--- config.mk ---
export PLATFORM = sky130hd
export DESIGN_NAME = shb_alu
export DESIGN_NICKNAME = d
export VERILOG_FILES = /design/src/assert_macros.svh /design/src/shb_pkg.sv /design/src/shb_alu.sv
export SDC_FILE = /design/constraint.sdc
export NUM_CORES = 1
export LEC_CHECK = 0
export ABC_CLOCK_PERIOD_IN_PS = 6000
export BUFFER_PORTS_ARGS = -buffer_cell sky130_fd_sc_hd__buf_2
export CAP_MARGIN = 25
export CELL_PAD_IN_SITES_DETAIL_PLACEMENT = 0
export CELL_PAD_IN_SITES_GLOBAL_PLACEMENT = 1
export CORE_MARGIN = 2
export CORE_UTILIZATION = 32
export DETAILED_ROUTE_END_ITERATION = 8
export PLACE_DENSITY = 0.84
export SYNTH_ARGS = -nofsm -noshare
export SYNTH_HDL_FRONTEND = slang
export SYNTH_SLANG_ARGS = --single-unit
--- constraint.sdc ---
create_clock -name vclk -period 6
set_input_delay 1.2 -clock vclk [all_inputs]
set_output_delay 1.2 -clock vclk [all_outputs]
set_load 0.02 [all_outputs]
--- src/assert_macros.svh ---
// ----------------------------------------------------------------------------
// assert_macros.svh
// Shared concurrent assertion macros for the RTL.
// ----------------------------------------------------------------------------
`ifndef ASSERT_MACROS_SVH
`define ASSERT_MACROS_SVH

// Same-cycle implication, disabled while reset is asserted
`define ASSERT_IMP(label, clk, rst_n, ante, cons) \
    label: assert property (@(posedge clk) disable iff (!(rst_n)) (ante) |-> (cons)) \
        else $error("assertion failed: same-cycle implication");

// Next-cycle implication, disabled while reset is asserted
`define ASSERT_NEXT(label, clk, rst_n, ante, cons) \
    label: assert property (@(posedge clk) disable iff (!(rst_n)) (ante) |=> (cons)) \
        else $error("assertion failed: next-cycle implication");

`endif

--- src/shb_pkg.sv ---
`default_nettype none
// ----------------------------------------------------------------------------
// shb_pkg
// Types and constants for the string hash bucket histogram block.
// ----------------------------------------------------------------------------
package shb_pkg;

    // hash kinds
    localparam logic [1:0]  KIND_DJB2 = 2'd0;
    localparam logic [1:0]  KIND_SDBM = 2'd1;
    localparam logic [31:0] DJB2_SEED = 32'd5381;

    // register indexes (word address bit 2)
    localparam logic REG_HASH_KIND    = 1'b0;
    localparam logic REG_BUCKET_COUNT = 1'b1;

    // request and result codes
    localparam logic REQ_BYTE = 1'b0;
    localparam logic REQ_READ = 1'b1;
    localparam logic RES_HASH = 1'b0;
    localparam logic RES_HIT  = 1'b1;

    // restoring division: one quotient bit per cycle
    localparam int  DIV_STEPS = 32;
    localparam int  CNT_W     = $clog2(DIV_STEPS);

    typedef enum logic [3:0] {
        S_CLEAR,
        S_IDLE,
        S_FOLD1,
        S_FOLD2,
        S_FOLD3,
        S_FINISH,
        S_DIV,
        S_MREAD,
        S_INC_LO,
        S_INC_HI,
        S_RDWAIT,
        S_DONE
    } t_state;

    // shared adder control
    typedef struct packed {
        logic sub;
        logic cin;
    } t_alu_op;

    // counter memory control
    typedef struct packed {
        logic we;
        logic re;
    } t_mem_ctl;

endpackage
`default_nettype wire

--- src/shb_alu.sv ---
`default_nettype none
// ----------------------------------------------------------------------------
// shb_alu
// Shared 32-bit adder/subtractor with carry in and carry out.
// ----------------------------------------------------------------------------
module shb_alu
    import shb_pkg::*;
(
    input  wire logic [31:0] i_a,
    input  wire logic [31:0] i_b,
    input  wire t_alu_op     i_op,
    output logic      [31:0] o_sum,
    output logic             o_cout
);

    logic [31:0] w_b;
    logic [32:0] w_full;

    // subtract as a + ~b + 1; carry out high means no borrow
    assign w_b    = i_op.sub ? ~i_b : i_b;
    assign w_full = {1'b0, i_a} + {1'b0, w_b} + {32'd0, i_op.cin};
    assign o_sum  = w_full[31:0];
    assign o_cout = w_full[32];

endmodule
`default_nettype wire

==> metrics, run 1 <==
Worst Hold Depth=5; combinational family with the most area after synthesis=compound AO/OA/AOI/OAI gates; worst slew pin tran=745 ps; initial antenna violation count=0; antenna-violating nets left=0; Layout Area Growth over Synthesis=27.0%; number of DRC markers in iteration 0=51; Vias=2,470; largest net degree at the start of global routing=20; post-synthesis compound-gate area fraction=0.325; fmax=0.181 GHz; Horiz. Die Dim=85.2 um; pwr dens=193 mW/mm^2; first-pass iteration count of the detailed router=4; placed inst area=0.00268 mm^2; share of cells above drive strength 1=0.276; Total Wirelength=6.14 mm; Hold EP=o_cout; outcome=completed; placed cells=468; post-DR vias/cell=5.28; XOR/XNOR Fraction of Synth Area=0.220; Critical Path RT=4800 ps; unrepaired setup endpoints after global routing=no; Avg Synthesized Cell Area=6.99 um^2; postcts setup bufs=0; Post-Synth Adder-Cell Area=0.203; Port Buffers=99; post_cts resized=0; post-synth cell types=52; Core ar.=0.00635 mm^2; DR DRC count=0; GRT Total Usage=0.158; starting density of the core=0.332; number of global-route vias before repair=2,381; MaxCap Viol Count=0; period utilisation layout=0.918; GRT overflow=0; crit start category=primary input; WP data arrival=4310 ps; Wirelength per Cell=13.1 um; Syn Nets=401; fin crit period=5510 ps; Non-Filler Instances=468; Syn Inst Count=302; Post-DP HPWL=5.18 mm; FP Rows=29; die height=85.2 um; YS warnings=0; Sequential cell area=0 um^2; multiplexer share of the synthesized area=0.00474; Pleak=1.41 nW; Slew HR=0.498; hold crit path type=primary input to output port; Min-Delay Startpoint=i_a[31]; worst-path fanout max=19; FF+latch count=0; clkbuf count=0; fin area=0.00268 mm^2; WHS=2890 ps; Crit. End Element=output port; Hold Fails Final Rpt=0; Nets=492; Die Area=0.00726 mm^2; io pins=99; Fin Setup TNS=0 ps; Post-Place Worst Slack=503 ps; setup violators final=0; GP Congestion=0.845; # hold bufs at CTS=0; Antenna Cells=0; peak supply drop=0.0918 mV; Final Max Tran Viols=0; first-pass GRT wire length=10.1 mm; sequential area share after synthesis=0; final worst slack=490 ps; simple-gate share of the synthesized area=0.203; critical path type=primary input to output port; post-synthesis cell area=0.00211 mm^2
-- cells by family after synthesis --
kind of cell / Yosys count
simple gates: 88
mux: 1
fa+ha+maj: 33
compound gates: 102
xor+xnor: 53
buf+inv: 25
-- how the worst max path moves through the flow --
stage | start | endpoint | depth (start not counted) | slack (ps)
finish | i_op[1] | o_sum[29] | 12 | 490
global route | i_op[1] | o_sum[25] | 12 | 260
CTS | i_op[1] | o_sum[25] | 12 | 480
detailed placement | i_op[1] | o_sum[25] | 12 | 500
global placement | i_op[1] | o_sum[29] | 12 | 540
floorplan | i_op[1] | o_sum[30] | 12 | 580
-- stage by stage --
step / total power, mW / utilization
floorplan: 0.369 / -
global placement: 0.513 / 0.422
detailed placement: 0.515 / 0.422
CTS: 0.518 / 0.422
global route: 0.569 / 0.422
finish: 0.518 / 0.422
-- worst max-delay path: stages --
cell,delay [ps]
buf_2,360
buf_12,240
xor2_1,160
ha_1,310
and4_1,250
and3_1,200
and3_1,180
o211a_1,170
o41ai_2,690
mux2i_1,260
o211ai_1,90
buf_2,170
-- layout make-up --
cell class | instances | area, um^2
Timing Repair Buffer | 100 | 515
Tap cell | 77 | 96.3
Fill cell | 688 | 3670
Inverter | 14 | 52.6
Multi-Input combinational cell | 277 | 2020
-- layer usage --
metal | track usage | part of all wire
met4 | 0 | 0
met1 | 0.223 | 0.48
met5 | 0 | 0
met3 | 0.0117 | 0.057
met2 | 0.281 | 0.46
-- Yosys cell counts, types with 2 or more instances --
cell type	count	area share
nor2b_1	3	0.0089
o211a_1	2	0.0095
or3_1	2	0.0059
o21a_1	6	0.021
ha_1	31	0.18
o31ai_1	2	0.0071
a211o_1	2	0.0083
a31oi_1	6	0.018
buf_1	3	0.0053
and2_1	3	0.0089
nand2_1	18	0.032
nor4_1	2	0.0059
a31o_2	2	0.0083
nand2b_1	2	0.0059
o22ai_1	2	0.0059
clkbuf_1	8	0.014
nand4_1	3	0.0089
o21ba_2	2	0.0095
a211oi_1	3	0.011
xnor2_1	17	0.071
a21oi_1	28	0.066
inv_1	14	0.025
a21o_1	13	0.046
xor2_1	36	0.15
nand3_1	9	0.021
nor3_1	5	0.012
a21oi_2	2	0.0083
nor2_1	29	0.052
fa_1	2	0.019
and3_1	7	0.021
o21ai_0	17	0.040
-- layout by cell type (no fill, tap or decap), types with 3 or more instances in the layout --
master    instances
a211oi_1          3
a21o_1           13
xnor2_1          17
a31oi_1           6
nand2_1          18
nor2b_1           3
o21a_1            6
ha_1             31
nand4_1           3
o21ai_0          17
and3_1            7
and2_1            3
nand3_1           9
a21oi_1          28
nor2_1           29
buf_2            99
xor2_1           36
nor3_1            5
inv_1            14
-- report_power, final --
part	total [mW]	switching, mW	internal (mW)
clock network	0	0	0
logic	0.518	0.313	0.205
registers	0	0	0
total	0.518	0.313	0.205
Note: power is estimated with default switching activity, not from simulation.
==> inputs of run 2 (changes only) <==
Settings changed: CORE_MARGIN 2 to 10.
==> metrics, run 2 (synthesized netlist as in run 1, its figures left out) <==
outcome=completed; number of DRC markers in iteration 0=65 (+27%); first-pass iteration count of the detailed router=4 (unchanged); layer with the highest usage=met2; post-DR vias/cell=5.21 (-1.2%); met3 usage=0.0245 (+0.0128); Final Max Tran Viols=0 (unchanged); unrepaired setup endpoints after global routing=no; worst slew pin tran=713 ps (-31.7 ps); Post-Place Worst Slack=633 ps (+130 ps); GP Congestion=0.895 (+6.0%); MaxCap Viol Count=0 (unchanged); commonest non-fill, non-tap cell in the layout=buf_2; FF+latch count=0 (unchanged); starting density of the core=0.331 (-0.00189); antenna-violating nets left=0 (unchanged); period utilisation layout=0.895 (-0.0238); footprint of the multi-input gates=0.00202 mm^2 (unchanged); Post-DP HPWL=5.97 mm (+15%); fin crit period=5370 ps (-143 ps); Hold Fails Final Rpt=0 (unchanged); DR DRC count=0 (unchanged); peak supply drop=0.105 mV (+14%); Nets=494 (+0.41%); FP Rows=29 (unchanged); Layout fillers=684 (-0.58%); post_cts resized=0 (unchanged); Core ar.=0.00639 mm^2 (+0.57%); setup violators final=0 (unchanged); Pleak=1.42 nW (+0.36%); Slew HR=0.519 (+0.0213); fmax=0.186 GHz (+2.7%); io pins=99 (unchanged); WP data arrival=4170 ps (-140 ps); final worst slack=633 ps (+143 ps); largest net degree at the start of global routing=11 (-45%); share of cells above drive strength 1=0.280 (+0.00368); hold crit path type=primary input to output port; Critical Path RT=4800 ps (about the same); Wirelength per Cell=14.4 um (+10%); crit start category=primary input; worst-path fanout max=9 (-10); Horiz. Die Dim=101 um (+19%); GRT Total Usage=0.119 (-0.0399); pwr dens=194 mW/mm^2 (+0.28%); Sequential cell area=0 um^2 (unchanged); Fin Setup TNS=0 ps (unchanged); met1 Use GR=0.148 (-0.0749); clkbuf count=0 (unchanged); postcts setup bufs=0 (unchanged); # hold bufs at CTS=0 (unchanged); GR Layer Usage met2=0.215 (-0.0659); Die Area=0.0102 mm^2 (+41%); commonest cells after routing, fill and taps aside=99 x buf_2, 36 x xor2_1, 31 x ha_1, 29 x nor2_1, 28 x a21oi_1; first-pass GRT wire length=10.7 mm (+6.1%); Vias=2,451 (-0.77%); Antenna Cells=0 (unchanged); Total Wirelength=6.78 mm (+10%); Port Buffers=99 (unchanged); number of global-route vias before repair=2,337 (-1.8%); GRT overflow=0 (unchanged); initial antenna violation count=0 (unchanged); Crit. End Element=output port; critical path type=primary input to output port; die height=101 um (+19%); Layout Area Growth over Synthesis=27.1% (about the same)
-- run 2: cell types whose count changed in the layout (fill, tap and decap cells not counted) --
cell and delta:
buf_12 -1, buf_4 +3
-- run 2: final cells by class --
cell class	count	share of cell area
inverters	14	0.0196
repair buffers	102	0.193
multi-input cells	277	0.752
well taps	77	0.0359
-- run 2: stage by stage --
step                hold WS (ps)  area (um^2)  std cells  utilization  power [mW]
finish                      2890         2680        470        0.420       0.520
global route                2910         2680        470        0.420       0.574
CTS                         2900         2680        470        0.420       0.525
detailed placement          2890         2680        470        0.420       0.522
global placement            2880         2680        470        0.420       0.521
floorplan                   2690         2110        302            -       0.369
-- run 2: metal layers --
metal | vias to the layer above | wire, um
li1 | 1292 | -
met1 | 1095 | 3060
met2 | 64 | 3250
met3 | 0 | 466
met4 | 0 | 0
met5 | - | 0
-- run 2: where the power goes --
group | internal [mW] | switching [mW]
logic | 0.205 | 0.315
clock network | 0 | 0
registers | 0 | 0
-- run 2: final timing paths --
check | cells after the start | startpoint | to | slack, ps
max | 11 | i_op[1] | o_sum[23] | 630
min | 5 | i_a[31] | o_cout | 2890
-- run 2: critical path, stage by stage --
cell	delay (ps)
buf_2	240
buf_4	240
xor2_1	160
ha_1	320
and4_1	250
and3_1	200
and3_1	170
o211a_1	170
o41ai_2	660
a21boi_0	310
buf_2	220
